File: src/rtl/bbf_pkg.sv
`default_nettype none
package bbf_pkg;

  localparam int TOTAL_W    = 25;
  localparam int STATUS_W   = 3;
  localparam int EVICT_W    = 6;
  localparam int APB_DATA_W = 32;
  localparam int APB_ADDR_W = 3;

  localparam logic [TOTAL_W-1:0] CAP_RESET = 25'd1048576;

  // action codes
  localparam logic ACT_PUSH  = 1'b0;
  localparam logic ACT_DRAIN = 1'b1;

  // register index, taken from paddr[2]
  localparam logic REG_CAPACITY = 1'b0;
  localparam logic REG_EVICT    = 1'b1;

  typedef enum logic [STATUS_W-1:0] {
    ST_ACCEPTED    = 3'd0,
    ST_EVICTED     = 3'd1,
    ST_REJECTED    = 3'd2,
    ST_DRAINED     = 3'd3,
    ST_DRAIN_EMPTY = 3'd4
  } status_e;

  typedef enum logic [3:0] {
    S_IDLE,
    S_DECIDE,
    S_EV_CHK,
    S_EV_RD,
    S_EV_ACC,
    S_EV_FIX,
    S_APPEND,
    S_EMIT,
    S_DR_RD,
    S_DR_OUT
  } state_e;

  typedef struct packed {
    logic    latch;
    logic    set_status;
    status_e status;
    logic    evict_step;
    logic    evict_fix;
    logic    append;
    logic    emit;
    logic    drain_emit;
  } cmd_t;

  typedef struct packed {
    logic in_drain;
    logic fits;
    logic evict_en;
    logic ev_more;
    logic queue_empty;
    logic last_entry;
    logic out_free;
  } sts_t;

endpackage
`default_nettype wire

File: src/rtl/bbf_in_if.sv
`default_nettype none
interface bbf_in_if #(
  parameter int SIZE_BITS   = 16,
  parameter int HANDLE_BITS = 32
) ();
  logic                   valid;
  logic                   ready;
  logic                   action;
  logic [HANDLE_BITS-1:0] entry_handle;
  logic [SIZE_BITS-1:0]   entry_bytes;

  modport source (output valid, action, entry_handle, entry_bytes, input ready);
  modport sink   (input valid, action, entry_handle, entry_bytes, output ready);
endinterface
`default_nettype wire

File: src/rtl/bbf_out_if.sv
`default_nettype none
interface bbf_out_if #(
  parameter int SIZE_BITS   = 16,
  parameter int HANDLE_BITS = 32
) ();
  logic                          valid;
  logic                          ready;
  logic [bbf_pkg::STATUS_W-1:0]  status;
  logic [HANDLE_BITS-1:0]        out_handle;
  logic [SIZE_BITS-1:0]          out_bytes;
  logic                          last;
  logic [bbf_pkg::EVICT_W-1:0]   evicted_count;
  logic [bbf_pkg::TOTAL_W-1:0]   total_bytes;
  logic                          is_empty;
  logic                          is_full;

  modport source (
    output valid, status, out_handle, out_bytes, last, evicted_count, total_bytes,
           is_empty, is_full,
    input  ready
  );
  modport sink (
    input  valid, status, out_handle, out_bytes, last, evicted_count, total_bytes,
           is_empty, is_full,
    output ready
  );
endinterface
`default_nettype wire

File: src/rtl/bbf_ctrl.sv
`default_nettype none
module bbf_ctrl (
  input  wire logic          clk_i,
  input  wire logic          rst_ni,
  input  wire logic          in_valid_i,
  output logic               in_ready_o,
  input  wire bbf_pkg::sts_t sts_i,
  output bbf_pkg::cmd_t      cmd_o
);

  bbf_pkg::state_e state_q, state_d;

  always_ff @(posedge clk_i or negedge rst_ni) begin
    if (!rst_ni) begin
      state_q <= bbf_pkg::S_IDLE;
    end else begin
      state_q <= state_d;
    end
  end

  always_comb begin
    state_d = state_q;
    unique case (state_q)
      bbf_pkg::S_IDLE: begin
        if (in_valid_i) state_d = bbf_pkg::S_DECIDE;
      end
      bbf_pkg::S_DECIDE: begin
        if (sts_i.in_drain) begin
          state_d = sts_i.queue_empty ? bbf_pkg::S_EMIT : bbf_pkg::S_DR_RD;
        end else if (sts_i.fits || !sts_i.evict_en) begin
          state_d = bbf_pkg::S_EMIT;
        end else begin
          state_d = bbf_pkg::S_EV_CHK;
        end
      end
      bbf_pkg::S_EV_CHK: state_d = sts_i.ev_more ? bbf_pkg::S_EV_RD : bbf_pkg::S_EV_FIX;
      bbf_pkg::S_EV_RD:  state_d = bbf_pkg::S_EV_ACC;
      bbf_pkg::S_EV_ACC: state_d = bbf_pkg::S_EV_CHK;
      bbf_pkg::S_EV_FIX: state_d = bbf_pkg::S_APPEND;
      bbf_pkg::S_APPEND: state_d = bbf_pkg::S_EMIT;
      bbf_pkg::S_EMIT: begin
        if (sts_i.out_free) state_d = bbf_pkg::S_IDLE;
      end
      bbf_pkg::S_DR_RD:  state_d = bbf_pkg::S_DR_OUT;
      bbf_pkg::S_DR_OUT: begin
        if (sts_i.out_free) begin
          state_d = sts_i.last_entry ? bbf_pkg::S_IDLE : bbf_pkg::S_DR_RD;
        end
      end
      default: state_d = bbf_pkg::S_IDLE;
    endcase
  end

  always_comb begin
    cmd_o        = '0;
    cmd_o.status = bbf_pkg::ST_ACCEPTED;
    in_ready_o   = 1'b0;
    unique case (state_q)
      bbf_pkg::S_IDLE: begin
        in_ready_o  = 1'b1;
        cmd_o.latch = in_valid_i;
      end
      bbf_pkg::S_DECIDE: begin
        cmd_o.set_status = 1'b1;
        if (sts_i.in_drain) begin
          cmd_o.status = bbf_pkg::ST_DRAIN_EMPTY;
        end else if (sts_i.fits) begin
          cmd_o.status = bbf_pkg::ST_ACCEPTED;
          cmd_o.append = 1'b1;
        end else if (sts_i.evict_en) begin
          cmd_o.status = bbf_pkg::ST_EVICTED;
        end else begin
          cmd_o.status = bbf_pkg::ST_REJECTED;
        end
      end
      bbf_pkg::S_EV_CHK: ;
      bbf_pkg::S_EV_RD:  ;
      bbf_pkg::S_EV_ACC: cmd_o.evict_step = 1'b1;
      bbf_pkg::S_EV_FIX: cmd_o.evict_fix = 1'b1;
      bbf_pkg::S_APPEND: cmd_o.append = 1'b1;
      bbf_pkg::S_EMIT:   cmd_o.emit = sts_i.out_free;
      bbf_pkg::S_DR_RD:  ;
      bbf_pkg::S_DR_OUT: cmd_o.drain_emit = sts_i.out_free;
      default: ;
    endcase
  end

endmodule
`default_nettype wire

File: src/rtl/bbf_dp.sv
`default_nettype none
module bbf_dp #(
  parameter int DEPTH       = 32,
  parameter int SIZE_BITS   = 16,
  parameter int HANDLE_BITS = 32
) (
  input  wire logic                         clk_i,
  input  wire logic                         rst_ni,
  input  wire bbf_pkg::cmd_t                cmd_i,
  output bbf_pkg::sts_t                     sts_o,
  input  wire logic [bbf_pkg::TOTAL_W-1:0]  capacity_i,
  input  wire logic                         evict_i,
  input  wire logic                         action_i,
  input  wire logic [HANDLE_BITS-1:0]       handle_i,
  input  wire logic [SIZE_BITS-1:0]         bytes_i,
  input  wire logic                         out_ready_i,
  output logic                              out_valid_o,
  output logic [bbf_pkg::STATUS_W-1:0]      status_o,
  output logic [HANDLE_BITS-1:0]            out_handle_o,
  output logic [SIZE_BITS-1:0]              out_bytes_o,
  output logic                              last_o,
  output logic [bbf_pkg::EVICT_W-1:0]       evicted_o,
  output logic [bbf_pkg::TOTAL_W-1:0]       total_o,
  output logic                              empty_o,
  output logic                              full_o
);

  localparam int PTR_W   = $clog2(DEPTH);
  localparam int CNT_W   = $clog2(DEPTH + 1);
  localparam int TW      = bbf_pkg::TOTAL_W;
  localparam int FREED_W = SIZE_BITS + CNT_W;
  localparam int WIDE_W  = (FREED_W > TW) ? FREED_W : TW;
  localparam int SUM_W   = TW + 1;

  localparam logic [PTR_W-1:0] LAST_SLOT = PTR_W'(DEPTH - 1);
  localparam logic [CNT_W-1:0] FULL_CNT  = CNT_W'(DEPTH);

  logic [HANDLE_BITS-1:0] hmem [DEPTH];
  logic [SIZE_BITS-1:0]   smem [DEPTH];
  logic [HANDLE_BITS-1:0] rd_handle_q;
  logic [SIZE_BITS-1:0]   rd_bytes_q;

  logic [PTR_W-1:0] head_q, head_d, tail_q, tail_d;
  logic [CNT_W-1:0] count_q, count_d;
  logic [TW-1:0]    total_q, total_d;

  logic                   action_q;
  logic [HANDLE_BITS-1:0] handle_q;
  logic [SIZE_BITS-1:0]   bytes_q;
  logic [FREED_W-1:0]     freed_q;
  logic [CNT_W-1:0]       dropped_q;
  bbf_pkg::status_e       status_q;

  logic                   out_valid_q;
  bbf_pkg::status_e       out_status_q;
  logic [HANDLE_BITS-1:0] out_handle_q;
  logic [SIZE_BITS-1:0]   out_bytes_q;
  logic                   out_last_q;
  logic [bbf_pkg::EVICT_W-1:0] out_evicted_q;
  logic [TW-1:0]          out_total_q;
  logic                   out_empty_q;
  logic                   out_full_q;

  logic [SUM_W-1:0]  sum;
  logic [TW-1:0]     total_sat;
  logic [WIDE_W-1:0] freed_wide, total_wide;

  function automatic logic [PTR_W-1:0] next_slot(input logic [PTR_W-1:0] p);
    next_slot = (p == LAST_SLOT) ? '0 : p + 1'b1;
  endfunction

  // descriptor store, read port fixed at the head
  always_ff @(posedge clk_i) begin
    if (cmd_i.append) begin
      hmem[tail_q] <= handle_q;
      smem[tail_q] <= bytes_q;
    end
    rd_handle_q <= hmem[head_q];
    rd_bytes_q  <= smem[head_q];
  end

  assign sum        = {1'b0, total_q} + SUM_W'(bytes_q);
  assign total_sat  = sum[TW] ? '1 : sum[TW-1:0];
  assign freed_wide = WIDE_W'(freed_q);
  assign total_wide = WIDE_W'(total_q);

  always_comb begin
    head_d  = head_q;
    tail_d  = tail_q;
    count_d = count_q;
    total_d = total_q;
    if (cmd_i.evict_step) begin
      head_d  = next_slot(head_q);
      count_d = count_q - 1'b1;
    end
    if (cmd_i.evict_fix) begin
      if (freed_wide <= total_wide) begin
        total_d = TW'(total_wide - freed_wide);
      end else begin
        // freed more than the saturated total holds: start over
        head_d  = '0;
        tail_d  = '0;
        count_d = '0;
        total_d = '0;
      end
    end
    if (cmd_i.append) begin
      tail_d  = next_slot(tail_q);
      count_d = count_q + 1'b1;
      total_d = total_sat;
    end
    if (cmd_i.drain_emit) begin
      if (count_q == CNT_W'(1)) begin
        head_d  = '0;
        tail_d  = '0;
        count_d = '0;
        total_d = '0;
      end else begin
        head_d  = next_slot(head_q);
        count_d = count_q - 1'b1;
      end
    end
  end

  always_ff @(posedge clk_i or negedge rst_ni) begin
    if (!rst_ni) begin
      head_q  <= '0;
      tail_q  <= '0;
      count_q <= '0;
      total_q <= '0;
    end else begin
      head_q  <= head_d;
      tail_q  <= tail_d;
      count_q <= count_d;
      total_q <= total_d;
    end
  end

  always_ff @(posedge clk_i) begin
    if (cmd_i.latch) begin
      action_q  <= action_i;
      handle_q  <= handle_i;
      bytes_q   <= bytes_i;
      freed_q   <= '0;
      dropped_q <= '0;
    end else if (cmd_i.evict_step) begin
      freed_q   <= freed_q + FREED_W'(rd_bytes_q);
      dropped_q <= dropped_q + 1'b1;
    end
    if (cmd_i.set_status) begin
      status_q <= cmd_i.status;
    end
  end

  always_ff @(posedge clk_i or negedge rst_ni) begin
    if (!rst_ni) begin
      out_valid_q <= 1'b0;
    end else if (cmd_i.emit || cmd_i.drain_emit) begin
      out_valid_q <= 1'b1;
    end else if (out_ready_i) begin
      out_valid_q <= 1'b0;
    end
  end

  // drained entries report the queue as it stands after the drain
  always_ff @(posedge clk_i) begin
    if (cmd_i.emit) begin
      out_status_q  <= status_q;
      out_handle_q  <= '0;
      out_bytes_q   <= '0;
      out_last_q    <= 1'b1;
      out_evicted_q <= bbf_pkg::EVICT_W'(dropped_q);
      out_total_q   <= total_q;
      out_empty_q   <= (count_q == '0);
      out_full_q    <= (total_q >= capacity_i);
    end else if (cmd_i.drain_emit) begin
      out_status_q  <= bbf_pkg::ST_DRAINED;
      out_handle_q  <= rd_handle_q;
      out_bytes_q   <= rd_bytes_q;
      out_last_q    <= (count_q == CNT_W'(1));
      out_evicted_q <= '0;
      out_total_q   <= '0;
      out_empty_q   <= 1'b1;
      out_full_q    <= (capacity_i == '0);
    end
  end

  assign sts_o.in_drain    = (action_q == bbf_pkg::ACT_DRAIN);
  assign sts_o.fits        = (count_q != FULL_CNT) && (total_q < capacity_i);
  assign sts_o.evict_en    = evict_i;
  assign sts_o.ev_more     = (count_q != '0) &&
                             ((freed_q < FREED_W'(bytes_q)) || (count_q == FULL_CNT));
  assign sts_o.queue_empty = (count_q == '0);
  assign sts_o.last_entry  = (count_q == CNT_W'(1));
  assign sts_o.out_free    = !out_valid_q || out_ready_i;

  assign out_valid_o  = out_valid_q;
  assign status_o     = out_status_q;
  assign out_handle_o = out_handle_q;
  assign out_bytes_o  = out_bytes_q;
  assign last_o       = out_last_q;
  assign evicted_o    = out_evicted_q;
  assign total_o      = out_total_q;
  assign empty_o      = out_empty_q;
  assign full_o       = out_full_q;

endmodule
`default_nettype wire

File: src/rtl/byte_budget_fifo_head_drop.sv
// Sequential: input is ready only when idle. Plain push or reject: decide, then output.
// Evicting push: decide, then check, head read and accumulate per dropped entry, then
// fix-up, append, output; each head read goes through the one registered store read port.
// Drain: decide, then head read and output per entry, or just output if empty; stalls wait.
// Reset (rst_ni low, asynchronous): pointers, entry count, byte total and output valid clear;
// capacity returns to 1048576 and the evict policy to off. The store itself is not cleared.
`default_nettype none
module byte_budget_fifo_head_drop #(
  parameter int DEPTH       = 32,
  parameter int SIZE_BITS   = 16,
  parameter int HANDLE_BITS = 32
) (
  input  wire logic                              clk_i,
  input  wire logic                              rst_ni,
  input  wire logic                              psel,
  input  wire logic                              penable,
  input  wire logic                              pwrite,
  input  wire logic [bbf_pkg::APB_ADDR_W-1:0]    paddr,
  input  wire logic [bbf_pkg::APB_DATA_W-1:0]    pwdata,
  output logic [bbf_pkg::APB_DATA_W-1:0]         prdata,
  output logic                                   pready,
  bbf_in_if.sink                                 in_i,
  bbf_out_if.source                              out_o
);

  logic [bbf_pkg::TOTAL_W-1:0] cap_q;
  logic                        evict_q;
  logic                        reg_sel;
  bbf_pkg::cmd_t               cmd;
  bbf_pkg::sts_t               sts;

  assign pready  = 1'b1;
  assign reg_sel = paddr[2];

  always_ff @(posedge clk_i or negedge rst_ni) begin
    if (!rst_ni) begin
      cap_q   <= bbf_pkg::CAP_RESET;
      evict_q <= 1'b0;
    end else if (psel && penable && pwrite) begin
      unique case (reg_sel)
        bbf_pkg::REG_CAPACITY: cap_q   <= pwdata[bbf_pkg::TOTAL_W-1:0];
        bbf_pkg::REG_EVICT:    evict_q <= pwdata[0];
        default: ;
      endcase
    end
  end

  always_comb begin
    unique case (reg_sel)
      bbf_pkg::REG_CAPACITY: prdata = bbf_pkg::APB_DATA_W'(cap_q);
      bbf_pkg::REG_EVICT:    prdata = bbf_pkg::APB_DATA_W'(evict_q);
      default:               prdata = '0;
    endcase
  end

  bbf_ctrl u_ctrl (
    .clk_i      (clk_i),
    .rst_ni     (rst_ni),
    .in_valid_i (in_i.valid),
    .in_ready_o (in_i.ready),
    .sts_i      (sts),
    .cmd_o      (cmd)
  );

  bbf_dp #(
    .DEPTH       (DEPTH),
    .SIZE_BITS   (SIZE_BITS),
    .HANDLE_BITS (HANDLE_BITS)
  ) u_dp (
    .clk_i        (clk_i),
    .rst_ni       (rst_ni),
    .cmd_i        (cmd),
    .sts_o        (sts),
    .capacity_i   (cap_q),
    .evict_i      (evict_q),
    .action_i     (in_i.action),
    .handle_i     (in_i.entry_handle),
    .bytes_i      (in_i.entry_bytes),
    .out_ready_i  (out_o.ready),
    .out_valid_o  (out_o.valid),
    .status_o     (out_o.status),
    .out_handle_o (out_o.out_handle),
    .out_bytes_o  (out_o.out_bytes),
    .last_o       (out_o.last),
    .evicted_o    (out_o.evicted_count),
    .total_o      (out_o.total_bytes),
    .empty_o      (out_o.is_empty),
    .full_o       (out_o.is_full)
  );

endmodule
`default_nettype wire

File: src/flat_wrapper.sv
// flat-port wrapper written by rule: the top's interface ports become plain ports
module byte_budget_fifo_head_drop_flat 
#(
  parameter int DEPTH       = 32,
  parameter int SIZE_BITS   = 16,
  parameter int HANDLE_BITS = 32
)
  (clk_i, rst_ni, psel, penable, pwrite, paddr, pwdata, prdata, pready, in_i_valid, in_i_action, in_i_entry_handle, in_i_entry_bytes, in_i_ready, out_o_valid, out_o_status, out_o_out_handle, out_o_out_bytes, out_o_last, out_o_evicted_count, out_o_total_bytes, out_o_is_empty, out_o_is_full, out_o_ready);
  bbf_in_if #(.SIZE_BITS(SIZE_BITS), .HANDLE_BITS(HANDLE_BITS)) in_i_i ();
  bbf_out_if #(.SIZE_BITS(SIZE_BITS), .HANDLE_BITS(HANDLE_BITS)) out_o_i ();
  input  wire logic clk_i;
  input  wire logic rst_ni;
  input  wire logic psel;
  input  wire logic penable;
  input  wire logic pwrite;
  input  wire logic [bbf_pkg::APB_ADDR_W-1:0] paddr;
  input  wire logic [bbf_pkg::APB_DATA_W-1:0] pwdata;
  output logic [bbf_pkg::APB_DATA_W-1:0] prdata;
  output logic pready;
  input wire logic [$bits(in_i_i.valid)-1:0] in_i_valid;
  input wire logic [$bits(in_i_i.action)-1:0] in_i_action;
  input wire logic [$bits(in_i_i.entry_handle)-1:0] in_i_entry_handle;
  input wire logic [$bits(in_i_i.entry_bytes)-1:0] in_i_entry_bytes;
  output wire logic [$bits(in_i_i.ready)-1:0] in_i_ready;
  output wire logic [$bits(out_o_i.valid)-1:0] out_o_valid;
  output wire logic [$bits(out_o_i.status)-1:0] out_o_status;
  output wire logic [$bits(out_o_i.out_handle)-1:0] out_o_out_handle;
  output wire logic [$bits(out_o_i.out_bytes)-1:0] out_o_out_bytes;
  output wire logic [$bits(out_o_i.last)-1:0] out_o_last;
  output wire logic [$bits(out_o_i.evicted_count)-1:0] out_o_evicted_count;
  output wire logic [$bits(out_o_i.total_bytes)-1:0] out_o_total_bytes;
  output wire logic [$bits(out_o_i.is_empty)-1:0] out_o_is_empty;
  output wire logic [$bits(out_o_i.is_full)-1:0] out_o_is_full;
  input wire logic [$bits(out_o_i.ready)-1:0] out_o_ready;
  assign in_i_i.valid = in_i_valid;
  assign in_i_i.action = in_i_action;
  assign in_i_i.entry_handle = in_i_entry_handle;
  assign in_i_i.entry_bytes = in_i_entry_bytes;
  assign in_i_ready = in_i_i.ready;
  assign out_o_valid = out_o_i.valid;
  assign out_o_status = out_o_i.status;
  assign out_o_out_handle = out_o_i.out_handle;
  assign out_o_out_bytes = out_o_i.out_bytes;
  assign out_o_last = out_o_i.last;
  assign out_o_evicted_count = out_o_i.evicted_count;
  assign out_o_total_bytes = out_o_i.total_bytes;
  assign out_o_is_empty = out_o_i.is_empty;
  assign out_o_is_full = out_o_i.is_full;
  assign out_o_i.ready = out_o_ready;
  byte_budget_fifo_head_drop #(.DEPTH(DEPTH), .SIZE_BITS(SIZE_BITS), .HANDLE_BITS(HANDLE_BITS)) u_core (.clk_i(clk_i), .rst_ni(rst_ni), .psel(psel), .penable(penable), .pwrite(pwrite), .paddr(paddr), .pwdata(pwdata), .prdata(prdata), .pready(pready), .in_i(in_i_i), .out_o(out_o_i));
endmodule
File: config.mk
export PLATFORM = sky130hd
export DESIGN_NAME = byte_budget_fifo_head_drop_flat
export DESIGN_NICKNAME = d
export VERILOG_FILES = /design/src/rtl/bbf_pkg.sv /design/src/rtl/bbf_in_if.sv /design/src/rtl/bbf_out_if.sv /design/src/rtl/bbf_ctrl.sv /design/src/rtl/bbf_dp.sv /design/src/rtl/byte_budget_fifo_head_drop.sv /design/src/flat_wrapper.sv
export SDC_FILE = /design/constraint.sdc
export NUM_CORES = 2
export LEC_CHECK = 0
export BUFFER_PORTS_ARGS = -buffer_cell sky130_fd_sc_hd__buf_4
export CAP_MARGIN = 10
export CORE_ASPECT_RATIO = 1.75
export CORE_MARGIN = 2
export CORE_UTILIZATION = 66
export CTS_BUF_LIST = sky130_fd_sc_hd__clkbuf_4
export DETAILED_ROUTE_END_ITERATION = 12
export PLACE_DENSITY_LB_ADDON = 0.15
export SYNTH_ARGS = -nofsm -noshare
export SYNTH_HDL_FRONTEND = slang
export SYNTH_SLANG_ARGS = --single-unit
File: constraint.sdc
create_clock -name clk_i -period 7.8 [get_ports clk_i]
set_input_delay 1.95 -clock clk_i [delete_from_list [all_inputs] [get_ports clk_i]]
set_output_delay 1.95 -clock clk_i [all_outputs]
set_load 0.005 [all_outputs]
* Yosys cells after proc, flatten, opt, wreduce, memory -nomap -nowiden
Memories as Yosys holds them, arrays and structs flattened. A register that Yosys moved wholly into a read port is not among the register bits.
Index checks and enable logic that the tools add are counted.
** Storage, ports and cells
- Flip-flop bits (word level) :: 237
- Bits in writable memories :: 1536
- Output and inout bits :: 120
- Logic and storage cells :: 137
- Memories :: 2
** Cells by class
- $add $sub $neg :: 8
- Order comparisons :: 4
- Equality and inequality tests :: 17
- Mux-type cells :: 61
- Bitwise gates (word level) :: 2
- Reduce and logical (&&, ||, !) cells :: 20
** Memories
- u_core.u_dp.hmem :: depth 32, bits a word 32, rd ports 1, clocked after Yosys merged registers in 1, wr ports 1, line bbf_dp.sv:38 : logic [HANDLE_BITS-1:0] hmem [DEPTH];
- u_core.u_dp.smem :: depth 32, bits a word 16, rd ports 1, clocked after Yosys merged registers in 1, wr ports 1, line bbf_dp.sv:39 : logic [SIZE_BITS-1:0] smem [DEPTH];
** Operators with widths (number)
- 25-bit two-way mux :: 8
- 32-bit case mux with 2 select lines :: 1
- 5-bit two-way mux :: 12
- 6-bit two-way mux :: 8
- 4-bit case mux with 10 select lines :: 1
- 4-bit two-way mux :: 7
- 25-bit by 16-bit adder with 26-bit output :: 1
- 25-bit >= comparator :: 1
- 22-bit by 25-bit less-or-equal comparator with 1-bit output :: 1
- 25-bit zero test :: 1
- 25-bit less-than comparator :: 1
- 25-bit by 22-bit subtractor with 25-bit output :: 1
- 22-bit by 16-bit adder with 22-bit output :: 1
- 22-bit by 16-bit less-than comparator with 1-bit output :: 1
- 3-bit two-way mux :: 6
- 4-bit by 3-bit equality test with 1-bit output (second input constant) :: 4
- 1-bit two-way mux :: 16
- 6-bit by 1-bit adder with 6-bit output (second input constant) :: 2
- 5-bit by 1-bit adder with 5-bit output (second input constant) :: 2
- 5-bit equality test (second input constant) :: 2
- 4-bit by 2-bit equality test with 1-bit output (second input constant) :: 2
- 4-bit equality test (second input constant) :: 2
- 6-bit by 1-bit equality test with 1-bit output (second input constant) :: 1
- 6-bit equality test (second input constant) :: 1
- 17 further kinds :: 29

* Longest topological paths before layout
- Depth in word-level cells :: 8
- Gate-level depth with buffers :: 12

* Cells and area by module
A second synthesis with hierarchy kept.
** Unflattened totals
- Cell total of the unflattened synthesis :: 4196
- Area total of the unflattened synthesis :: 73621.9 um^2
** By module, submodules not included
- bbf_dp :: times used 1, cells each 4046, area each 71860.2 um^2
- byte_budget_fifo_head_drop :: times used 1, cells each 94, area each 1320.0 um^2
- bbf_ctrl :: times used 1, cells each 56, area each 441.7 um^2

* Worst setup path after synthesis
Ideal clock, no wire load.
- Path kind :: in2reg
- Start :: input out_o_ready
- End :: register u_core.u_dp.out_empty_q, in the netlist u_core.u_dp.empty_o (enable)
- Setup time :: 0.479 ns
- Arrival time :: 4.841 ns
- Path slack :: 2.480 ns
- Stages :: 3
- Cells stage by stage :: nand2b_1 nand2_1 o21ai_0
** Between the ends
- Longest elaborated chain between the ends :: 3
- Elaborated cells on any way between the ends :: 4
** Ends and longest elaborated chain
- start, declared :: line flat_wrapper.sv:34 : input wire logic [$bits(out_o_i.ready)-1:0] out_o_ready;
- 1-bit logical OR (*) :: line bbf_dp.sv:195 : assign sts_o.out_free = !out_valid_q || out_ready_i;
- 1-bit two-way mux :: line bbf_ctrl.sv:58 : unique case (state_q)
- 2-bit nonzero test (no source line) (*)
- end signal, assigned :: line bbf_dp.sv:174 : out_empty_q <= (count_q == '0);
- end, declared :: line bbf_dp.sv:61 : logic out_empty_q;
Every way passes the cells marked *; elsewhere a longest branch is shown, timed or not.
A chain may end at the register's enable or synchronous reset.

* Worst setup path after layout
- Start :: register u_core.cap_q[20] in the netlist's numbering
- End :: memory u_core.u_dp.hmem[25][3] (enable)
** Between the ends
- Longest elaborated chain between the ends :: 7
** Ends and longest elaborated chain
- start, declared :: line byte_budget_fifo_head_drop.sv:26 : logic [bbf_pkg::TOTAL_W-1:0] cap_q;
- start signal, assigned :: line byte_budget_fifo_head_drop.sv:37 : cap_q <= bbf_pkg::CAP_RESET;
- start signal, assigned :: line byte_budget_fifo_head_drop.sv:41 : bbf_pkg::REG_CAPACITY: cap_q <= pwdata[bbf_pkg::TOTAL_W-1:0];
- 25-bit less-than comparator :: line bbf_dp.sv:189 : assign sts_o.fits = (count_q != FULL_CNT) && (total_q < capacity_i);
- 1-bit logical AND :: line bbf_dp.sv:189
- 1-bit two-way mux :: line bbf_ctrl.sv:67 : end else if (sts_i.fits) begin
- 1-bit two-way mux :: line bbf_ctrl.sv:65 : if (sts_i.in_drain) begin
- 1-bit case mux with 2 select lines :: line bbf_ctrl.sv:58
- 1-bit two-way mux :: line bbf_dp.sv:74 : if (cmd_i.append) begin
- 1-bit two-way mux (not written as such) :: line bbf_dp.sv:75 : hmem[tail_q] <= handle_q;
- end, declared :: line bbf_dp.sv:38
Every way passes these cells.

==> results.md <==
* Clk_lat worst skew at 1340 ps
* Post-synthesis simple-gate area fraction at 4.20%
* Leading cell type in the layout, fill and taps excluded: edfxtp_1
* Critical Setup Path Class: reg2reg
* CTS resizes at 0
* Hold EP: u_core.u_dp.out_handle_o[13]$_SDFFE_PP0P_
* CP dominant cell by count: buf_4
* Routability cong. at 1.00
* FFs w/ async S/R, synth at 3.95%
* Initial Util at 66.6%
* Reg-to-reg critical path endpoint: u_core.u_dp.hmem[25][3]$_DFFE_PP_
* Internal power at 18.9 mW
* CP max-delay cell: nor2_4
* Synthesis Warnings at 0
* Util after Layout at 74.2%
* Status: finished clean
* Fillers at 6808
* Synth Flop Type: edfxtp_1
* Die Area at 114000 um2
* PwrDens at 352 nW/um2
* Drt pass-1 iters at 7
* Worst R2R Start: u_core.cap_q[20]$_DFFE_PN1P_
* Required time worst endpoint at 8670 ps
* Fin crit period at 5190 ps
* Initial DRC Count at 3993
* R2R Setup Slk at 2610 ps
* Area Growth Syn to Fin at 11.4%
* DRT antenna net count at 0
* Port bufs at 193
* DR vias/cell at 6.43
* Drc violations at 0
* Post-synthesis mux area share at 11.8%
* Storage element area at 53100 um2
* Hold_sp: u_core.u_dp.rd_handle_q[13]$_DFF_P_
* Net Switching at 9.90 mW
* CP cell instances: inv_1 -> ha_1 -> and4_1 -> and2_1 -> a221o_1 -> a21o_1 -> o31ai_4 -> buf_4 -> nand2_1 -> nor2_4 -> buf_4
* Reg2reg path depth at 11
* GRT Util Overall at 32.1%
* Setup_tns at 0 ps
* TritonCTS clock tree: built
* Clk network pwr share at 24.8%
* Die height at 445 um
* Top post-synthesis cells by area: edfxtp_1, mux4_2, mux2i_1
* Worst min-delay path class: reg2reg
* Largest net degree at the start of global routing at 103
* DP HPWL at 103000 um
* Startpoint Class: register
* Hold Fails Final Rpt at 0
* Worst Tran Pin Value at 1310 ps
* Syn Std Cell Area at 73300 um2
* Clk root buf: clkbuf_4
* Synth Area in Compound Gates at 7.30%
* Mean area per synthesized cell at 16.4 um2
* Largest family of logic cells by synthesized area: multiplexers
* RSZ-0062 raised after global routing: false
* CP max stage delay at 1070 ps
* Leakage at 28.3 nW
* Vias in the first global route at 44.1k
* Register area share after synthesis at 72.4%
* IO Pins at 211
* Slew headroom at 12.5%
* EDFF count, synth at 1624
* Yosys reg bits at 1821
* Row Count at 161
* Netlist cell types at 73
* First-pass GRT wire length at 267000 um
* Grt ovf at 0
* Total CTS buffers at 401
* Max Slew Vio Count at 0
* Adder-cell share of the synthesized area at 1.89%
* WL/cell at 27.2 um
* Setup violators final at 0
* Max Root-Sink Buffers at 4
* Max Fclk at 0.193 GHz
* Fin crit share at 66.6%
* Critical-path maximum fanout at 30
* Clk_skew at 107 ps
* Area share of the largest cell type after synthesis at 66.6%
* Reg power frac at 43.5%
* Syn Inst Count at 4459
* Setup Fix Bufs, Post-CTS at 0
* Max VDD drop at 291 uV
* Initial antenna violation count at 5
* Clk sink count at 1821
* Most frequent cells in the layout: edfxtp_1, clkbuf_4, nand2_1
* CTS H-tree lvls at 5
* Die width at 256 um
* Ratio of cells with drive above 1 in the final layout at 24.6%
* Max-cap viol count at 0
* Critical Path End Type: register
* Sw Share at 34.4%
* Combinational share of power at 31.7%
* Routed wire length at 181000 um
* Via count at 42.9k
* Post-Synth XOR/XNOR Area at 0.574%
* Hold depth at 2
* Hold_buf cts at 0
* Worst-path clk slew at 70 ps
* Area leader, netlist: edfxtp_1
* Core box area at 110000 um2
* WP data arrival at 6060 ps
* Area of the multi-input gates at 19200 um2
* Final nets at 5105
layout make-up:
cell class | count | share of cell area [%]
sequential | 1821 | 65.0
multi-input combinational | 2320 | 23.6
clock buffer | 597 | 5.49
timing repair buffer | 277 | 2.64
tap | 1467 | 2.25
clock inverter | 101 | 0.631
inverter | 84 | 0.389
antenna | 9 | 0.0276
routing by layer:
layer,share of wire (%),wire (um),vias up,global-route usage [%]
li1,-,-,18739,-
met4,4.8,8680,2,16.8
met1,34,62300,21485,37.3
met2,53,95300,2170,56.1
met5,0.0044,8,-,0
met3,8.3,15100,531,6.83
per-stage QoR:
stage	instances	cell area [um2]	setup slack, ps	hold slack [ps]	power (mW)
2_1_floorplan	4465	73300	2480	417	18.8
3_3_place_gp	5969	76600	2770	425	21.5
3_5_place_dp	5969	76600	2710	430	21.7
4_1_cts	6667	81600	2610	416	28.8
5_1_grt	6676	81700	2400	454	30.1
6_report	6676	81700	2610	428	28.8
how the worst max path moves through the flow:
stage                                             from  cells after the start                                  to
final                     u_core.cap_q[20]$_DFFE_PN1P_                     11   u_core.u_dp.hmem[25][3]$_DFFE_PP_
after detailed placement  u_core.cap_q[20]$_DFFE_PN1P_                     11   u_core.u_dp.hmem[25][6]$_DFFE_PP_
after global placement    u_core.cap_q[20]$_DFFE_PN1P_                     11  u_core.u_dp.smem[26][13]$_DFFE_PP_
after CTS                 u_core.cap_q[20]$_DFFE_PN1P_                     11   u_core.u_dp.hmem[25][0]$_DFFE_PP_
after floorplan                            out_o_ready                      3   u_core.u_dp.empty_o$_SDFFCE_PN1P_
after global routing      u_core.cap_q[20]$_DFFE_PN1P_                     11   u_core.u_dp.hmem[26][3]$_DFFE_PP_
worst max-delay path: cells and delay by family (launching register included):
family / cells / cell delay, ps
fa+ha+maj: 1 / 310
simple gates: 4 / 1960
compound gates: 3 / 820
buf+inv: 3 / 1060
flops: 1 / 540
synthesized netlist by cell type (all sizes together) (14+ instances only):
master and number:
ha 106, dfrtp 71, xor2 25, o21ai 215, nor3 30, edfxtp 1624
nand2 378, a221oi 20, and2 34, a21oi 276, a211oi 30, dfxtp 125
clkbuf 151, or3 15, buf 89, nand3 28, mux4 192, xnor2 23
o221ai 145, nand2b 15, mux2 124, a21o 28, nor2 123, inv 84
mux2i 295, o22ai 52, nand4 14
cells by family after synthesis:
group                    after synthesis
AO/OA/AOI/OAI                        847
buffers and inverters                324
AND/OR/NAND/NOR                      697
other                                  2
flip-flops                          1821
adder cells (fa/ha/maj)              109
multiplexers                         611
XOR/XNOR                              48
power groups by stage:
stage	sequential [mW]	combinational (mW)	clock [mW]
floorplan	12.1	6.62	0
global placement	12.7	8.89	0
detailed placement	12.7	9.04	0
CTS	12.5	9.08	7.27
global route	12.6	9.85	7.72
finish	12.5	9.11	7.15
registers in the layout, summed over array words and instances (netlist names), 22 cells and up:
name,flops
u_core.u_dp.hmem,1024
u_core.u_dp.freed_q,22
u_core.u_dp.out_handle_o,32
u_core.u_dp.smem,512
u_core.cap_q,25
u_core.u_dp.rd_handle_q,32
u_core.u_dp.total_q,25
u_core.u_dp.handle_q,32
u_core.u_dp.total_o,25
Power figures use the tool's default switching activity.
